$ cat src/assert_macros.svh
// Assertion macros used by the RTL top level of the ordered key/value table
`ifndef ASSERT_MACROS_SVH
`define ASSERT_MACROS_SVH

// Check that an expression holds at every clock edge outside reset
`define OKVT_ASSERT_ALWAYS(label, expr, msg) \
    label: assert property (@(posedge i_clk) disable iff (!i_rst_n) (expr)) \
        else $error(msg);

// Check that a consequent holds in the same cycle as its antecedent
`define OKVT_ASSERT_SAME(label, ante, cons, msg) \
    label: assert property (@(posedge i_clk) disable iff (!i_rst_n) (ante) |-> (cons)) \
        else $error(msg);

// Check that a consequent holds in the cycle after its antecedent
`define OKVT_ASSERT_NEXT(label, ante, cons, msg) \
    label: assert property (@(posedge i_clk) disable iff (!i_rst_n) (ante) |=> (cons)) \
        else $error(msg);

`endif

$ cat src/okvt_pkg.sv
// Shared types and constants of the ordered key/value table
`default_nettype none

package okvt_pkg;

    localparam int CAPACITY = 16;
    localparam int IDX_W    = (CAPACITY > 1) ? $clog2(CAPACITY) : 1;
    localparam int CNT_W    = 5;
    localparam int KEY_W    = 32;
    localparam int VAL_W    = 32;
    localparam int ENTRY_W  = KEY_W + VAL_W;

    typedef enum logic [1:0] {
        CMD_ADD    = 2'd0,
        CMD_SEARCH = 2'd1,
        CMD_UPDATE = 2'd2,
        CMD_REMOVE = 2'd3
    } t_cmd;

    typedef enum logic [1:0] {
        ST_DONE = 2'd0,
        ST_MISS = 2'd1,
        ST_FULL = 2'd2
    } t_status;

endpackage

`default_nettype wire

$ cat src/ordered_key_value_table.sv
// Ordered key/value table: top level with command sequencer and entry RAM
// One command is taken at a time and gives one result item. An add goes straight to
// the finish state, and its result enters the output register once the output is free.
// Search, update and remove compare one stored key per cycle against the command key,
// oldest first, and finish on the first hit or after the last stored entry. A remove
// that hits then moves every younger entry up one place at one entry per cycle. The
// scan and the shift are paced by the single read port of the entry RAM and the one
// key comparator. The next command can be taken in the cycle after its result is
// latched. The input is ready again once the result is latched, while that result may
// still wait at the output.
`default_nettype none
`include "assert_macros.svh"

module ordered_key_value_table (
    input  wire logic        i_clk,
    input  wire logic        i_rst_n,
    input  wire logic        i_valid,
    output logic             o_ready,
    input  wire logic [1:0]  i_cmd,
    input  wire logic [31:0] i_key,
    input  wire logic [31:0] i_value,
    output logic             o_valid,
    input  wire logic        i_ready,
    output logic [1:0]       o_status,
    output logic [31:0]      o_found_value,
    output logic [4:0]       o_occupancy
);

    typedef enum logic [1:0] {
        S_IDLE,
        S_SCAN,
        S_SHIFT,
        S_FINISH
    } t_state;

    localparam int IW = okvt_pkg::IDX_W;
    localparam int CW = okvt_pkg::CNT_W;

    t_state                       r_state;
    okvt_pkg::t_cmd               r_cmd;
    logic [okvt_pkg::KEY_W-1:0]   r_key;
    logic [okvt_pkg::VAL_W-1:0]   r_value;
    logic [IW-1:0]                r_idx;
    logic [CW-1:0]                r_count;
    okvt_pkg::t_status            r_status;
    logic [okvt_pkg::VAL_W-1:0]   r_found;

    logic                         w_accept;
    logic [CW-1:0]                w_next_idx;
    logic [CW-1:0]                w_next2_idx;
    logic                         w_full;
    logic                         w_hit;
    logic                         w_we;
    logic [IW-1:0]                w_waddr;
    logic [okvt_pkg::ENTRY_W-1:0] w_wdata;
    logic [IW-1:0]                w_raddr;
    logic [okvt_pkg::ENTRY_W-1:0] w_rdata;
    logic [okvt_pkg::KEY_W-1:0]   w_rd_key;
    logic [okvt_pkg::VAL_W-1:0]   w_rd_value;

    assign o_ready     = (r_state == S_IDLE);
    assign w_accept    = i_valid && o_ready;
    assign w_next_idx  = CW'(r_idx) + CW'(1);
    assign w_next2_idx = CW'(r_idx) + CW'(2);
    assign w_full      = (r_count >= CW'(okvt_pkg::CAPACITY));
    assign w_rd_key    = w_rdata[okvt_pkg::ENTRY_W-1:okvt_pkg::VAL_W];
    assign w_rd_value  = w_rdata[okvt_pkg::VAL_W-1:0];
    assign w_hit       = (w_rd_key == r_key);

    always_comb begin
        w_we    = 1'b0;
        w_waddr = r_idx;
        w_wdata = {r_key, r_value};
        w_raddr = '0;
        case (r_state)
            S_IDLE: begin
                w_we    = w_accept && (okvt_pkg::t_cmd'(i_cmd) == okvt_pkg::CMD_ADD) && !w_full;
                w_waddr = r_count[IW-1:0];
                w_wdata = {i_key, i_value};
            end
            S_SCAN: begin
                w_we    = w_hit && (r_cmd == okvt_pkg::CMD_UPDATE);
                w_raddr = w_next_idx[IW-1:0];
            end
            S_SHIFT: begin
                w_we    = 1'b1;
                w_wdata = w_rdata;
                w_raddr = w_next2_idx[IW-1:0];
            end
            default: begin
                w_we = 1'b0;
            end
        endcase
    end

    okvt_ram #(
        .WIDTH (okvt_pkg::ENTRY_W),
        .DEPTH (okvt_pkg::CAPACITY)
    ) u_entries (
        .i_clk   (i_clk),
        .i_we    (w_we),
        .i_waddr (w_waddr),
        .i_wdata (w_wdata),
        .i_raddr (w_raddr),
        .o_rdata (w_rdata)
    );

    always_ff @(posedge i_clk) begin
        if (!i_rst_n) begin
            r_state <= S_IDLE;
            r_count <= '0;
            o_valid <= 1'b0;
        end else begin
            if (r_state == S_FINISH && (!o_valid || i_ready)) begin
                o_valid <= 1'b1;
            end else if (o_valid && i_ready) begin
                o_valid <= 1'b0;
            end
            case (r_state)
                S_IDLE: begin
                    if (w_accept) begin
                        r_cmd   <= okvt_pkg::t_cmd'(i_cmd);
                        r_key   <= i_key;
                        r_value <= i_value;
                        r_idx   <= '0;
                        r_found <= '0;
                        if (okvt_pkg::t_cmd'(i_cmd) == okvt_pkg::CMD_ADD) begin
                            if (w_full) begin
                                r_status <= okvt_pkg::ST_FULL;
                            end else begin
                                r_status <= okvt_pkg::ST_DONE;
                                r_count  <= r_count + CW'(1);
                            end
                            r_state <= S_FINISH;
                        end else if (r_count == '0) begin
                            r_status <= okvt_pkg::ST_MISS;
                            r_state  <= S_FINISH;
                        end else begin
                            r_state <= S_SCAN;
                        end
                    end
                end
                S_SCAN: begin
                    if (w_hit) begin
                        r_status <= okvt_pkg::ST_DONE;
                        if (r_cmd == okvt_pkg::CMD_SEARCH) begin
                            r_found <= w_rd_value;
                        end
                        if (r_cmd == okvt_pkg::CMD_REMOVE && w_next_idx < r_count) begin
                            r_state <= S_SHIFT;
                        end else begin
                            if (r_cmd == okvt_pkg::CMD_REMOVE) begin
                                r_count <= r_count - CW'(1);
                            end
                            r_state <= S_FINISH;
                        end
                    end else if (w_next_idx >= r_count) begin
                        r_status <= okvt_pkg::ST_MISS;
                        r_state  <= S_FINISH;
                    end else begin
                        r_idx <= w_next_idx[IW-1:0];
                    end
                end
                S_SHIFT: begin
                    r_idx <= w_next_idx[IW-1:0];
                    if (w_next2_idx >= r_count) begin
                        r_count <= r_count - CW'(1);
                        r_state <= S_FINISH;
                    end
                end
                S_FINISH: begin
                    if (!o_valid || i_ready) begin
                        o_status      <= r_status;
                        o_found_value <= r_found;
                        o_occupancy   <= r_count;
                        r_state       <= S_IDLE;
                    end
                end
                default: begin
                    r_state <= S_IDLE;
                end
            endcase
        end
    end

    `OKVT_ASSERT_ALWAYS(a_count_bound, r_count <= CW'(okvt_pkg::CAPACITY), "entry count above capacity")
    `OKVT_ASSERT_NEXT(a_add_grows, w_accept && i_cmd == okvt_pkg::CMD_ADD && !w_full, r_count == $past(r_count) + CW'(1), "add did not grow table")
    `OKVT_ASSERT_SAME(a_full_occ, o_valid && o_status == okvt_pkg::ST_FULL, o_occupancy == CW'(okvt_pkg::CAPACITY), "full status below capacity")
    `OKVT_ASSERT_SAME(a_zero_found, o_valid && o_status != okvt_pkg::ST_DONE, o_found_value == '0, "found value on failed command")

endmodule

`default_nettype wire

$ cat src/okvt_ram.sv
// Generic single-write, single-read RAM with registered read data
`default_nettype none

module okvt_ram #(
    parameter int WIDTH = 64,
    parameter int DEPTH = 16,
    localparam int AW   = (DEPTH > 1) ? $clog2(DEPTH) : 1
) (
    input  wire logic             i_clk,
    input  wire logic             i_we,
    input  wire logic [AW-1:0]    i_waddr,
    input  wire logic [WIDTH-1:0] i_wdata,
    input  wire logic [AW-1:0]    i_raddr,
    output logic      [WIDTH-1:0] o_rdata
);

    logic [WIDTH-1:0] r_mem [DEPTH];

    always_ff @(posedge i_clk) begin
        if (i_we) begin
            r_mem[i_waddr] <= i_wdata;
        end
        o_rdata <= r_mem[i_raddr];
    end

endmodule

`default_nettype wire

$ cat config.mk
export PLATFORM = sky130hd
export DESIGN_NAME = ordered_key_value_table
export DESIGN_NICKNAME = d
export VERILOG_FILES = /design/src/okvt_pkg.sv /design/src/ordered_key_value_table.sv /design/src/okvt_ram.sv
export VERILOG_INCLUDE_DIRS = /design/src /design/src/src
export SDC_FILE = /design/constraint.sdc
export NUM_CORES = 1
export LEC_CHECK = 0
export ABC_CLOCK_PERIOD_IN_PS = 21900
export BUFFER_PORTS_ARGS = -buffer_cell sky130_fd_sc_hd__buf_4
export CORE_ASPECT_RATIO = 1.25
export CORE_MARGIN = 5
export CORE_UTILIZATION = 45
export CTS_CLUSTER_SIZE = 40
export DETAILED_ROUTE_END_ITERATION = 8
export GPL_TIMING_DRIVEN = 0
export PLACE_DENSITY = 0.71
export RECOVER_POWER = 100
export SKIP_CTS_REPAIR_TIMING = 1
export SYNTH_ARGS = -nofsm -noshare
export SYNTH_HDL_FRONTEND = slang
export SYNTH_SLANG_ARGS = --single-unit
export TNS_END_PERCENT = 50
$ cat constraint.sdc
create_clock -name i_clk -period 21.9 [get_ports i_clk]
set_input_delay 1.095 -clock i_clk [delete_from_list [all_inputs] [get_ports i_clk]]
set_output_delay 1.095 -clock i_clk [all_outputs]
set_load 0.005 [all_outputs]
==> metrics.txt, run 1 <==
# TYPE chip_impl_metric gauge
chip_impl_info{name="critPathLaunchType",value="register"} 1
chip_impl_metric{name="coreArea",unit="um2"} 105000
chip_impl_metric{name="comb_power_share",unit=""} 0.270
chip_impl_metric{name="synth.yosys.seq_area_share",unit=""} 0.767
chip_impl_metric{name="final_period_minus_worst_setup_slack",unit="ns"} 7.14
chip_impl_metric{name="mapped_cell_area",unit="um2"} 47600
chip_impl_metric{name="multi_input_gate_area",unit="um2"} 10400
chip_impl_metric{name="clock_power_share",unit=""} 0.283
chip_impl_metric{name="die_width",unit="um"} 301
chip_impl_metric{name="max-vdd-ir-drop",unit="mV"} 0.0797
chip_impl_metric{name="powerDensity",unit="nW/um2"} 134
chip_impl_metric{name="number_of_synthesized_flops_with_an_enable_pin",unit=""} 1167
chip_impl_metric{name="detailed_place_hpwl",unit="um"} 84900
chip_impl_metric{name="sw_frac_of_total",unit=""} 0.309
chip_impl_metric{name="post-synth-top-area-fraction",unit=""} 0.736
chip_impl_metric{name="num_vias",unit=""} 24500
chip_impl_metric{name="rows",unit=""} 133
chip_impl_metric{name="grt_first_pass_wirelength",unit="um"} 177000
chip_impl_info{name="synth.area.top_cells",value="edfxtp_1 74%, mux4_2 12%, mux2i_1 4.1%, dfxtp_1 3.0%, nand2_1 1.1%"} 1
chip_impl_metric{name="synthCells",unit=""} 2242
chip_impl_metric{name="clk_transition_reported_paths",unit="ns"} 0.07
chip_impl_metric{name="achievable-frequency",unit="GHz"} 0.140
chip_impl_metric{name="yosysWarnings",unit=""} 0
chip_impl_metric{name="synthArstFlopShare",unit=""} 0
chip_impl_info{name="synth_area_leader_cell",value="edfxtp_1"} 1
chip_impl_metric{name="cts_max_level",unit=""} 3
chip_impl_metric{name="wl_per_cell",unit="um"} 29.4
chip_impl_metric{name="first_global_vias",unit=""} 25400
chip_impl_info{name="ctsRootBufferMaster",value="clkbuf_16"} 1
chip_impl_metric{name="place_ws",unit="ns"} 17.58
chip_impl_metric{name="fin_setup_tns",unit="ns"} 0
chip_impl_metric{name="worst_slew_pin_slew",unit="ns"} 3.03
chip_impl_info{name="hold_class",value="register to register"} 1
chip_impl_metric{name="finalCritPeriodShare",unit=""} 0.326
chip_impl_metric{name="drt_wl_total",unit="um"} 123000
chip_impl_metric{name="sequentialPowerShare",unit=""} 0.447
chip_impl_metric{name="leakage",unit="nW"} 18.0
chip_impl_info{name="yosys_most_used_dff",value="edfxtp_1"} 1
chip_impl_metric{name="yosys_register_bits",unit=""} 1239
chip_impl_metric{name="relSlewSlack",unit=""} -1.02
chip_impl_metric{name="finalWorstSetupSlack",unit="ns"} 14.76
chip_impl_metric{name="timing.clock.skew",unit="ns"} 0.0326
chip_impl_metric{name="number_of_antenna_violations_at_the_first_check_in_global_routing",unit=""} 3
chip_impl_metric{name="power_report.internal_total",unit="mW"} 5.08
chip_impl_metric{name="io_buffers",unit=""} 110
chip_impl_metric{name="initial_standard_cell_utilization_of_the_core",unit=""} 0.453
chip_impl_metric{name="power.switching",unit="mW"} 2.27
chip_impl_metric{name="cap_violations",unit=""} 11
chip_impl_metric{name="timing.final.max_slew_violations",unit=""} 146
chip_impl_metric{name="worst_ep_arrival_time",unit="ns"} 7.38
chip_impl_metric{name="layout-area-overhead-vs-synth",unit="%"} 14.8
chip_impl_metric{name="synth_cell_types",unit=""} 55
chip_impl_metric{name="critical_path.max_fanout",unit=""} 40
chip_impl_metric{name="drive_above_1_share",unit=""} 0.190
chip_impl_metric{name="finalNetCount",unit=""} 2770
chip_impl_metric{name="drt-initial-drc-count",unit=""} 2989
chip_impl_metric{name="report.final.setup_viol",unit=""} 0
chip_impl_metric{name="synth_nets",unit=""} 2332
chip_impl_metric{name="place.gp.congestion",unit=""} 0.863
chip_impl_metric{name="worst_path_required_time",unit="ns"} 22.14
chip_impl_info{name="worstSetupPathType",value="register to register"} 1
chip_impl_metric{name="fp.dieH",unit="um"} 374
chip_impl_metric{name="firstDrtPassIters",unit=""} 6
chip_impl_info{name="yosysMostFrequentCell",value="edfxtp_1"} 1
chip_impl_metric{name="die_area",unit="um2"} 112000
chip_impl_info{name="grt_setup_unrepaired",value="false"} 1
chip_impl_metric{name="ctsLongestPathBuffers",unit=""} 3
chip_impl_info{name="status",value="complete, but fails checks"} 1
chip_impl_metric{name="cts_num_sinks",unit=""} 1239
chip_impl_info{name="synth_common_cells",value="1167 x edfxtp_1, 256 x mux4_2, 193 x mux2i_1"} 1
chip_impl_info{name="failed_checks",value="max-capacitance violations, max-slew violations"} 1
chip_impl_metric{name="global_route_total_usage_across_every_layer",unit=""} 0.218
chip_impl_metric{name="num_io_pins",unit=""} 111
chip_impl_metric{name="antenna_violating_nets_post_route",unit=""} 0
chip_impl_info{name="tritoncts_clock_tree",value="done"} 1
chip_impl_metric{name="vias_per_cell",unit=""} 5.85
chip_impl_metric{name="setup.reg_to_reg.worst_slack",unit="ns"} 14.76
chip_impl_metric{name="final.fill_count",unit=""} 8348
chip_impl_metric{name="final-hold-violation-count",unit=""} 0
chip_impl_metric{name="tritoncts.num_buffers",unit=""} 113
chip_impl_metric{name="layout.area.seq",unit="um2"} 36500
chip_impl_info{name="cp-end-kind",value="register"} 1
chip_impl_metric{name="gr-total-overflow",unit=""} 0
chip_impl_metric{name="avgSynthCellArea",unit="um2"} 21.2
chip_impl_metric{name="largest_net_degree_at_the_start_of_global_routing",unit=""} 41
chip_impl_metric{name="drc",unit=""} 0
chip_impl_metric{name="clk_latency",unit="ns"} 0.70
[path summary, 6_finish.rpt]
kind	from	end	cells after the start
hold / removal	r_found[30]	o_found_value[30]	0
hold reg to reg	r_found[30]	o_found_value[30]	0
setup reg to reg	r_state[0]	r_key[24]	7
setup / recovery	r_state[0]	r_key[24]	7
[critical path, stage by stage (launching register included)]
cell and delay [ns]:
dfxtp_1 0.37, inv_1 0.12, ha_1 0.46, clkbuf_1 0.28, clkbuf_1 0.40, clkbuf_1 1.17, and3_1 1.60, clkbuf_1 2.23
[state kept, by name, summed over array words and instances, names as in the netlist, 5 cells and up]
name,count
o_found_value,32
u_entries.r_mem,1024
r_key,32
o_occupancy,5
r_found,32
u_entries.o_rdata,64
r_count,5
r_value,32
[placed cells by master (no fill, tap or decap), types with 19 or more instances in the layout]
cell type / netlist / layout
nand2_1: 145 / 145
and2_0: 0 / 22
xor2_1: 27 / 27
mux4_2: 256 / 256
clkbuf_16: 0 / 114
mux2i_1: 193 / 193
ha_1: 19 / 19
edfxtp_1: 1167 / 1167
buf_6: 23 / 23
clkinv_1: 0 / 21
bufinv_16: 0 / 20
clkbuf_1: 54 / 366
dfxtp_1: 72 / 72
clkbuf_4: 0 / 35
a22oi_1: 67 / 67
[layout make-up]
class	instances	area share
Sequential cell	1239	0.667
Multi-Input combinational cell	879	0.190
Clock buffer	142	0.0554
Tap cell	1417	0.0324
Timing Repair Buffer	323	0.0250
Clock inverter	73	0.0168
Buffer	112	0.0117
Inverter	12	0.000824
Antenna cell	1	0.0000458
[kinds of logic (layout without fill, tap and decap cells)]
group	Yosys count	in the layout	share of synthesized area
AND/OR/NAND/NOR	253	253	0.0263
adder cells (fa/ha/maj)	20	20	0.00542
multiplexers	449	449	0.162
other	0	1	0
buffers and inverters	124	662	0.0145
flip-flops	1239	1239	0.767
AO/OA/AOI/OAI	119	119	0.0186
XOR/XNOR	38	38	0.00699
[power groups by stage]
stage          sequential [mW]  combinational (mW)  clock [mW]
6_report                  3.29                1.98        2.08
3_5_place_dp              3.33                2.02           0
5_1_grt                   3.30                2.11        2.21
4_1_cts                   3.28                2.04        2.10
2_1_floorplan             3.31                1.27           0
3_3_place_gp              3.37                1.88           0
[metal layers]
metal	up-vias	wire, um	track usage
met3	262	10600	0.0441
met1	12800	46700	0.287
met5	-	13	0
met4	2	5070	0.0798
met2	1333	60900	0.363
li1	10100	-	-
[per-stage QoR]
stage	instances	total power [mW]	hold slack [ns]	area, um2	util
finish	4198	7.35	0.402	54700	0.520
global route	4197	7.62	0.430	54700	0.520
CTS	4197	7.42	0.413	56000	0.533
detailed placement	3982	5.35	0.405	52100	0.495
global placement	3769	5.25	0.403	50200	0.477
floorplan	2242	4.58	0.400	47600	-
Note: power is estimated with default switching activity, not from simulation.
==> inputs of run 2 (changes only) <==
--- a/config.mk
+++ b/config.mk
@@ -6,7 +6,7 @@
 export SDC_FILE = /design/constraint.sdc
 export NUM_CORES = 1
 export LEC_CHECK = 0
-export ABC_CLOCK_PERIOD_IN_PS = 21900
+export ABC_CLOCK_PERIOD_IN_PS = 7200
 export BUFFER_PORTS_ARGS = -buffer_cell sky130_fd_sc_hd__buf_4
 export CORE_ASPECT_RATIO = 1.25
 export CORE_MARGIN = 5
==> constraint.sdc (replaced) <==
create_clock -name i_clk -period 7.2 [get_ports i_clk]
set_input_delay 0.36 -clock i_clk [delete_from_list [all_inputs] [get_ports i_clk]]
set_output_delay 0.36 -clock i_clk [all_outputs]
set_load 0.005 [all_outputs]
==> metrics.txt, run 2 (synthesized netlist as in run 1, its figures left out) <==
# TYPE chip_impl_metric gauge
chip_impl_metric{name="place_ws",unit="ns"} 2.88
chip_impl_metric{name="drt_wl_total",unit="um"} 124000
chip_impl_metric{name="num_io_pins",unit=""} 111
chip_impl_info{name="largestRegisters",value="u_entries.r_mem (1024), u_entries.o_rdata (64)"} 1
chip_impl_metric{name="cp_buf_inv_count",unit=""} 4
chip_impl_metric{name="fp.dieH",unit="um"} 374
chip_impl_info{name="critPathLaunchType",value="register"} 1
chip_impl_metric{name="worst_ep_arrival_time",unit="ns"} 6.29
chip_impl_metric{name="largest_register_ff_count",unit=""} 1024
chip_impl_metric{name="clk_transition_reported_paths",unit="ns"} 0.06
chip_impl_metric{name="final_cell_utilization_of_the_core",unit=""} 0.527
chip_impl_metric{name="number_of_antenna_violations_at_the_first_check_in_global_routing",unit=""} 4
chip_impl_info{name="status",value="complete, but fails checks"} 1
chip_impl_metric{name="report.final.setup_viol",unit=""} 0
chip_impl_info{name="worstSetupPathType",value="register to register"} 1
chip_impl_metric{name="tritoncts.num_buffers",unit=""} 113
chip_impl_info{name="grt_setup_unrepaired",value="false"} 1
chip_impl_info{name="critPathSlowestCell",value="nor4_1"} 1
chip_impl_metric{name="critical_path.max_stage_delay",unit="ns"} 1.44
chip_impl_metric{name="groute.layer.met2.usage",unit=""} 0.363
chip_impl_metric{name="worst_path_required_time",unit="ns"} 7.53
chip_impl_metric{name="layout-area-overhead-vs-synth",unit="%"} 16.4
chip_impl_info{name="hold_class",value="primary input to register"} 1
chip_impl_metric{name="antenna_violating_nets_post_route",unit=""} 0
chip_impl_metric{name="global_route.usage.met3",unit=""} 0.0441
chip_impl_metric{name="coreArea",unit="um2"} 105000
chip_impl_metric{name="dpl.cell_count",unit=""} 3982
chip_impl_metric{name="rows",unit=""} 133
chip_impl_info{name="cp-end-kind",value="register"} 1
chip_impl_metric{name="p_total",unit="mW"} 22.4
chip_impl_metric{name="fin_setup_tns",unit="ns"} 0
chip_impl_metric{name="num_vias",unit=""} 24800
chip_impl_info{name="ctsRootBufferMaster",value="clkbuf_16"} 1
chip_impl_metric{name="max-vdd-ir-drop",unit="mV"} 0.241
chip_impl_metric{name="grt_first_pass_wirelength",unit="um"} 177000
chip_impl_metric{name="vias_per_cell",unit=""} 5.81
chip_impl_info{name="failed_checks",value="max-capacitance violations, max-slew violations"} 1
chip_impl_metric{name="largest_net_degree_at_the_start_of_global_routing",unit=""} 41
chip_impl_info{name="crit_path_frequent_cell",value="clkbuf_1"} 1
chip_impl_metric{name="ctsLongestPathBuffers",unit=""} 3
chip_impl_metric{name="relSlewSlack",unit=""} -0.369
chip_impl_metric{name="wl_per_cell",unit="um"} 29.1
chip_impl_metric{name="cts_max_level",unit=""} 3
chip_impl_metric{name="fin_cells",unit=""} 4265
chip_impl_metric{name="finalNetCount",unit=""} 2837
chip_impl_info{name="layout.cells.most_common_list",value="1167 x edfxtp_1, 355 x clkbuf_1, 256 x mux4_2, 193 x mux2i_1, 145 x nand2_1"} 1
chip_impl_metric{name="achievable-frequency",unit="GHz"} 0.168
chip_impl_info{name="critical_path.cell_chain",value="xnor2_1 -> nand4_1 -> nor2_1 -> and2_0 -> a41oi_1 -> nor4_1 -> clkbuf_1 -> clkbuf_1 -> clkbuf_1 -> clkbuf_1"} 1
chip_impl_metric{name="powerDensity",unit="nW/um2"} 404
chip_impl_info{name="tritoncts_clock_tree",value="done"} 1
chip_impl_metric{name="final_period_minus_worst_setup_slack",unit="ns"} 5.95
chip_impl_metric{name="timing.final.max_slew_violations",unit=""} 106
chip_impl_info{name="commonest_non_fill_non_tap_cell_in_the_layout",value="edfxtp_1"} 1
chip_impl_metric{name="place.gp.congestion",unit=""} 0.863
chip_impl_metric{name="cts_num_sinks",unit=""} 1239
chip_impl_metric{name="clk_latency",unit="ns"} 0.70
chip_impl_metric{name="drt-initial-drc-count",unit=""} 3081
chip_impl_metric{name="die_width",unit="um"} 301
chip_impl_metric{name="cap_violations",unit=""} 10
chip_impl_metric{name="final.fill_count",unit=""} 8279
chip_impl_metric{name="drc",unit=""} 0
chip_impl_metric{name="die_area",unit="um2"} 112000
chip_impl_info{name="grt_busiest_layer",value="met2"} 1
chip_impl_metric{name="worst_slew_pin_slew",unit="ns"} 2.05
chip_impl_metric{name="gr-total-overflow",unit=""} 0
chip_impl_metric{name="grt_util_met1",unit=""} 0.287
chip_impl_metric{name="io_buffers",unit=""} 110
chip_impl_metric{name="leakage",unit="nW"} 18.3
chip_impl_metric{name="finalCritPeriodShare",unit=""} 0.827
chip_impl_metric{name="first_global_vias",unit=""} 25400
chip_impl_metric{name="critical_path.max_fanout",unit=""} 7
chip_impl_metric{name="detailed_place_hpwl",unit="um"} 84900
chip_impl_metric{name="drive_above_1_share",unit=""} 0.189
chip_impl_info{name="max_flop_register",value="u_entries.r_mem"} 1
chip_impl_metric{name="initial_standard_cell_utilization_of_the_core",unit=""} 0.453
chip_impl_metric{name="timing.clock.skew",unit="ns"} 0.0303
chip_impl_metric{name="final-hold-violation-count",unit=""} 0
chip_impl_metric{name="finalWorstSetupSlack",unit="ns"} 1.25
chip_impl_metric{name="global_route_total_usage_across_every_layer",unit=""} 0.218
chip_impl_metric{name="firstDrtPassIters",unit=""} 6
chip_impl_info{name="crit_family",value="simple AND/OR/NAND/NOR gates"} 1
-- run 2: stage by stage --
step                hold WS [ns]  area, um2
floorplan                  0.400      47600
global placement           0.403      50200
detailed placement         0.405      52100
CTS                       -0.175      56000
global route              0.0822      55400
finish                     0.100      55400
-- run 2: worst paths after layout --
check / start / to / slack (ns) / cells after the start
setup / recovery: r_key[0] / u_entries.r_mem[13][30] / 1.25 / 10
setup reg to reg: r_key[0] / u_entries.r_mem[13][30] / 1.25 / 10
hold / removal: i_ready / o_valid / 0.1 / 3
hold reg to reg: r_found[30] / o_found_value[30] / 0.40 / 0
-- run 2: area by class of cell --
cell class | instances | area (um2) | area share
Sequential cell | 1239 | 36500 | 0.659
Multi-Input combinational cell | 879 | 10400 | 0.188
Clock buffer | 142 | 3030 | 0.0547
Timing Repair Buffer | 390 | 2100 | 0.0379
Tap cell | 1417 | 1770 | 0.0320
Clock inverter | 73 | 921 | 0.0166
Buffer | 112 | 638 | 0.0115
Inverter | 12 | 45.0 | 0.000813
Antenna cell | 1 | 2.50 | 0.0000452
-- run 2: worst reg2reg max path, stage by stage (launching register included) --
cell and delay [ns]:
edfxtp_1 0.43, xnor2_1 0.39, nand4_1 0.31, nor2_1 0.49, and2_0 0.28, a41oi_1 0.34
nor4_1 1.44, clkbuf_1 0.56, clkbuf_1 0.48, clkbuf_1 0.49, clkbuf_1 0.39
-- run 2: routing by layer --
layer	vias up	routed length, um
li1	10200	-
met5	-	27
met1	12900	46500
met2	1366	61300
met3	278	11000
met4	4	5120
-- run 2: power by group --
group	switching (mW)	total (mW)	leakage (nW)	internal (mW)
Sequential	0.303	9.99	11.2	9.69
Clock	2.62	6.33	1.92	3.71
Combinational	3.98	6.07	5.20	2.09
Total	6.91	22.4	18.3	15.5
